===== src/rtl/npc_pkg.sv =====
// ----------------------------------------------------------------------------
// npc_pkg
// Shared types and constants of the near plane polygon clipper.
// ----------------------------------------------------------------------------
package npc_pkg;

	localparam int FRAC_BITS_DEF = 16;
	localparam int CFG_IDX_W     = 3;
	localparam int CFG_DATA_W    = 32;

	localparam logic [CFG_IDX_W-1:0] REG_ROW_X  = 3'd0;
	localparam logic [CFG_IDX_W-1:0] REG_ROW_Y  = 3'd1;
	localparam logic [CFG_IDX_W-1:0] REG_ROW_Z  = 3'd2;
	localparam logic [CFG_IDX_W-1:0] REG_ROW_OF = 3'd3;
	localparam logic [CFG_IDX_W-1:0] REG_NEAR   = 3'd4;

	localparam logic signed [31:0] ROW_X_RST  = 32'sd0;
	localparam logic signed [31:0] ROW_Y_RST  = 32'sd0;
	localparam logic signed [31:0] ROW_Z_RST  = 32'sd65536;
	localparam logic signed [31:0] ROW_OF_RST = 32'sd0;
	localparam logic [30:0]        NEAR_RST   = 31'd1966;

	typedef struct packed {
		logic signed [31:0] vertex_x;
		logic signed [31:0] vertex_y;
		logic signed [31:0] vertex_z;
		logic               final_vertex;
	} vtx_t;

	typedef struct packed {
		logic signed [31:0] clip_x;
		logic signed [31:0] clip_y;
		logic signed [31:0] clip_z;
		logic               crossing_point;
		logic               end_marker;
		logic               polygon_valid;
		logic               run_last;
	} clip_t;

	// vertex with its view depth, as queued between front and back
	typedef struct packed {
		logic signed [31:0] x;
		logic signed [31:0] y;
		logic signed [31:0] z;
		logic signed [31:0] d;
		logic               fin;
	} qent_t;

	typedef struct packed {
		logic signed [31:0] row_x;
		logic signed [31:0] row_y;
		logic signed [31:0] row_z;
		logic signed [31:0] row_of;
		logic [30:0]        near;
	} cfg_t;

	typedef enum logic [3:0] {
		B_IDLE,
		B_EDGE,
		B_START,
		B_DIVI,
		B_DIV,
		B_MUL,
		B_CROSS,
		B_NEXT,
		B_END,
		B_DONE
	} back_state_t;

endpackage


===== src/rtl/npc_queue.sv =====
// ----------------------------------------------------------------------------
// npc_queue
// Two-entry queue of depth-tagged vertices between front and back.
// ----------------------------------------------------------------------------
module npc_queue import npc_pkg::*; (
	input  logic  clk,
	input  logic  arst_n,
	input  logic  push_v,
	input  qent_t push_d,
	output logic  push_rdy,
	output logic  pop_v,
	output qent_t pop_d,
	input  logic  pop
);

	qent_t      ent_q [2];
	logic       wr_q, rd_q;
	logic [1:0] cnt_q;
	logic       do_push, do_pop;

	assign push_rdy = cnt_q != 2'd2;
	assign pop_v    = cnt_q != 2'd0;
	assign pop_d    = ent_q[rd_q];
	assign do_push  = push_v && push_rdy;
	assign do_pop   = pop && pop_v;

	always_ff @(posedge clk or negedge arst_n) begin
		if (!arst_n) begin
			wr_q  <= 1'b0;
			rd_q  <= 1'b0;
			cnt_q <= 2'd0;
		end else begin
			if (do_push) wr_q <= !wr_q;
			if (do_pop) rd_q <= !rd_q;
			if (do_push && !do_pop) begin
				cnt_q <= cnt_q + 2'd1;
			end else if (do_pop && !do_push) begin
				cnt_q <= cnt_q - 2'd1;
			end
		end
	end

	always_ff @(posedge clk) begin
		if (do_push) ent_q[wr_q] <= push_d;
	end

endmodule


===== config.mk =====
export PLATFORM = sky130hd
export DESIGN_NAME = npc_queue
export DESIGN_NICKNAME = d
export VERILOG_FILES = /design/src/rtl/npc_pkg.sv /design/src/rtl/npc_queue.sv
export SDC_FILE = /design/constraint.sdc
export NUM_CORES = 1
export LEC_CHECK = 0
export BUFFER_PORTS_ARGS = -buffer_cell sky130_fd_sc_hd__buf_2
export CORE_MARGIN = 2
export CORE_UTILIZATION = 50
export CTS_CLUSTER_DIAMETER = 50
export DETAILED_ROUTE_END_ITERATION = 10
export GPL_TIMING_DRIVEN = 0
export MAX_ROUTING_LAYER = met4
export PLACE_DENSITY = 0.77
export SYNTH_ARGS = -nofsm -noshare
export SYNTH_HDL_FRONTEND = slang
export SYNTH_SLANG_ARGS = --single-unit
export TNS_END_PERCENT = 1

===== constraint.sdc =====
create_clock -name clk -period 7.5 [get_ports clk]
set_clock_uncertainty 0.1 [all_clocks]
set_input_delay 0.375 -clock clk [delete_from_list [all_inputs] [get_ports clk]]
set_output_delay 0.375 -clock clk [all_outputs]
set_load 0.05 [all_outputs]

* Yosys cells after proc, flatten, opt, wreduce, memory -nomap -nowiden
Memories as Yosys holds them, arrays and structs flattened.
Cells that the tools add are included.
** Word-level totals
- Flip-flop bits (word level) :: 4
- Latch bits :: 0
- RAM bits :: 258
- Bits in read-only memories :: 0
- Output and inout bits :: 131
- Logic and storage cells :: 21
- Memories :: 1
** Cells by class
- Add/subtract/negate cells :: 2
- Multiply operators :: 0
- Divide/modulo/power cells :: 0
- Magnitude comparators :: 0
- Equal/unequal tests :: 1
- Shifts and indexed selects :: 0
- Muxes and demuxes :: 4
- Bitwise operators :: 0
- Reductions and logical operators :: 10
** Memory list
- ent_q :: depth 2, width 129, rd ports 1, clocked after memory_dff 0, wr ports 1, RTL line npc_queue.sv:16 : qent_t ent_q [2];
** Operator list (count)
- logical AND 1 bit :: 4
- logical NOT 1 bit :: 4
- 2-to-1 mux 2 bit :: 2
- nonzero test 2 bit :: 2
- adder 2 x 1 -> 2 bit (second input constant) :: 1
- 2-to-1 mux 1 bit :: 2
- inequality test 2 bit (second input constant) :: 1
- subtractor 2 x 1 -> 2 bit (second input constant) :: 1

* Logic depth before layout (Yosys ltp)
- Depth in word-level cells :: 6
- Gate-level depth with buffers :: 7
- Mapped depth without buffers :: 7

* Least setup slack after synthesis
No wires, ideal clock.
- Path type :: reg-to-reg
- Start point :: reg cnt_q[0]
- End point :: mem ent_q[0][0] (netlist bit) (enable)
- Library setup time :: 0.619 ns
- Data arrival time :: 6.431 ns
- Data required time :: 6.781 ns
- Slack :: 0.350 ns
- Stages on the path, launching flop included :: 4
- Path buffers :: 0
- Clock period less this slack :: 7.150 ns
- Cell sequence :: dfrtp_1 > nand2b_1 > nand2_1 > nor2_1
** Between the ends
- Longest elaborated chain between the ends :: 4
** Ends and longest elaborated chain
- start, declared :: RTL line npc_queue.sv:18 : logic [1:0] cnt_q;
- start signal, assigned :: RTL line npc_queue.sv:36 : cnt_q <= cnt_q + 2'd1;
- start signal, assigned :: RTL line npc_queue.sv:38 : cnt_q <= cnt_q - 2'd1;
- inequality test 2 bit :: RTL line npc_queue.sv:21 : assign push_rdy = cnt_q != 2'd2;
- net push_rdy :: RTL line npc_queue.sv:10 : output logic push_rdy,
- logical AND 1 bit :: RTL line npc_queue.sv:24 : assign do_push = push_v && push_rdy;
- 2-to-1 mux 1 bit :: RTL line npc_queue.sv:44 : if (do_push) ent_q[wr_q] <= push_d;
- 2-to-1 mux 1 bit (not written as such) :: RTL line npc_queue.sv:44
- end, declared :: RTL line npc_queue.sv:16
The timed path passes the listed nets, and every way through them passes these cells.

==> out/metrics.csv <==
metric,value,unit
status,finished clean,
Die Height,142.1,um
CTS tree,yes,
post-synthesis cell count,419,
Final #Nets,982,
Routed wire per std cell,19.23,um
Tmin final,2.457,ns
I/O Pins,264,
Max Fanout on Critical Path,10,
critical path required time,7.03,ns
top post-synthesis cells by area,"edfxtp_1, mux2_2, buf_6",
#FFs+latches synth,262,
HPWL Detailed,12260,um
via count,5567,
Worst Setup Start Kind,flip-flop,
total power,6.015,mW
clk slew on worst S/H paths,0.06,ns
final core utilization,72.43,%
sequential cell area fraction in the yosys report,82.35,%
remaining global-route overflow,0,
CTS buffer count,29,
clk_lat worst skew,0.53,ns
Static Leak,5.177,nW
largest family of logic cells by synthesized area,multiplexers,
vias in the first global route,6205,
DR pass1 iterations,4,
Yosys top cell by area,edfxtp_1,
Crit. End Element,output pin,
share of cells above drive strength 1,52.42,%
fmax,0.4071,GHz
core box area,18710,um^2
root buf cell,clkbuf_16,
post-synth cell types,15,
share of the synthesized area in the top cell type,81.30,%
Hold Crit Class,input port to flip-flop,
XOR/XNOR Fraction of Synth Area,0.4596,%
fin crit share,32.76,%
antenna violations before repair,1,
Final Max Slew Viols,0,
H-tree depth,1,
final wirelength,21250,um
Mean Syn Cell Area,22.74,um^2
Buffers on Ports,263,
TNS Setup,0,ns
Synth Area in Compound Gates,0,%
internal reg-to-reg setup slack,5.15,ns
CTS Buffer Depth,3,
Initial Utilization,50.94,%
routability cong.,0.7552,
post-synthesis adder-cell area fraction,0.1313,%
Die ar.,20180,um^2
GRT Util Overall,21.17,%
Area growth syn-to-layout,42.19,%
Max-slew headroom,40.99,%
largest net degree at the start of global routing,71,
Worst EP arrival,1.98,ns
first-iteration detailed-routing DRC count,222,
RSZ-0062 raised after global routing,false,
endpoints failing setup,0,
mux cell area share after synthesis,15.24,%
Rows,50,
Pwr Density,443.9,nW/um^2
syn nets,553,
Slew @ Worst Pin,0.8852,ns
Clock Sinks,262,
# Max-Cap Violations,0,
DR vias/cell,5.038,
Post-Place Setup Slack,5.225,ns
first-pass GRT wire length,31970,um
Simple-Gate Fraction of Synth Area,0.3545,%
Post-Syn Area,9529,um^2
fin worst setup slack,5.043,ns
drt drc,0,
final antenna-violating net count,0,
die width,142.1,um
Synthesis Warnings,0,
worst vdd ir,353.5,uV
Final Hold Vio Count,0,
worst setup path category,flip-flop to output pin,
==> flip-flops by register name (all words and copies together), names as in the netlist <==
register	cells
cnt_q	2
rd_q	1
ent_q	258
wr_q	1
==> routing by layer <==
| metal | wire length (um) | GRT usage, % |
|---|---|---|
| met5 | 0 | - |
| met2 | 11150 | 37.76 |
| met1 | 7959 | 23.37 |
| met4 | 644 | 7.316 |
| met3 | 1499 | 4.913 |
==> through the flow <==
| step | hold WS, ns | instance area, um^2 | instances |
|---|---|---|---|
| 6_report | 0.07476 | 13550 | 1105 |
| 5_1_grt | 0.07089 | 13540 | 1103 |
| 4_1_cts | 0.01430 | 13540 | 1102 |
| 3_5_place_dp | 0.08281 | 11270 | 921 |
| 3_3_place_gp | 0.07949 | 11140 | 916 |
| 2_1_floorplan | -0.02059 | 9529 | 419 |
==> final timing paths <==
check / from / endpoint / cells past startpoint
setup / recovery: rd_q / pop_d[73] / 4
hold / removal: pop / rd_q / 3
setup reg to reg: cnt_q[0] / ent_q[0][62] / 5
hold reg to reg: cnt_q[1] / cnt_q[1] / 1
max in group asynchronous: arst_n / cnt_q[1] / 2
min in group asynchronous: arst_n / rd_q / 2
==> cells by family after synthesis <==
logic type	count (synthesis)
xor+xnor	5
fa+ha+maj	1
buf+inv	15
flops	262
mux	129
simple gates	7
==> synth_stat cells <==
cell type and n:
nand2b_1 1, mux2_2 129, inv_1 1, or2_2 1
nand2_1 2, buf_6 10, and3_1 1, nor2_1 2
dfrtp_1 4, edfxtp_1 258, buf_2 3, xnor2_1 3
xor2_1 2, ha_1 1, buf_4 1
==> layout by cell type, fill, tap and decap left out, drive strengths merged <==
cell type | netlist | final
xnor2 | 3 | 3
dlygate4sd3 | 0 | 130
nor2 | 2 | 2
clkinv | 0 | 11
inv | 1 | 4
dfrtp | 4 | 4
nand2b | 1 | 1
buf | 14 | 282
clkbuf | 0 | 32
ha | 1 | 1
or2 | 1 | 1
edfxtp | 258 | 258
xor2 | 2 | 2
and3 | 1 | 1
diode | 0 | 3
bufinv | 0 | 5
nand2 | 2 | 2
mux2 | 129 | 129
==> worst max-delay path: stages, from the launching register on <==
cell and delay (ns):
dfrtp_1 0.38, buf_4 0.28, buf_6 0.21, mux2_2 0.35
buf_2 0.22
==> area by class of cell <==
| type | count | area [um^2] |
|---|---|---|
| Antenna cell | 3 | 7.507 |
| Sequential cell | 262 | 7848 |
| Buffer | 14 | 135.1 |
| Inverter | 1 | 3.754 |
| Clock inverter | 19 | 237.7 |
| Multi-Input combinational cell | 142 | 1555 |
| Timing Repair Buffer | 398 | 2733 |
| Fill cell | 1077 | 5156 |
| Tap cell | 234 | 292.8 |
| Clock buffer | 32 | 737.0 |
==> timing repair <==
item	CTS	global route
hold buffers	130	0
gates resized for setup	0	0
hold endpoints to repair	262	0
setup buffers	0	0
==> where the power goes <==
part	switching, mW	leakage [nW]	total [mW]	internal, mW
sequential	0.0830	2.44	2.08	2.00
combinational	1.77	2.26	2.50	0.726
clock	0.551	0.475	1.43	0.880
Power figures use the tool's default switching activity.
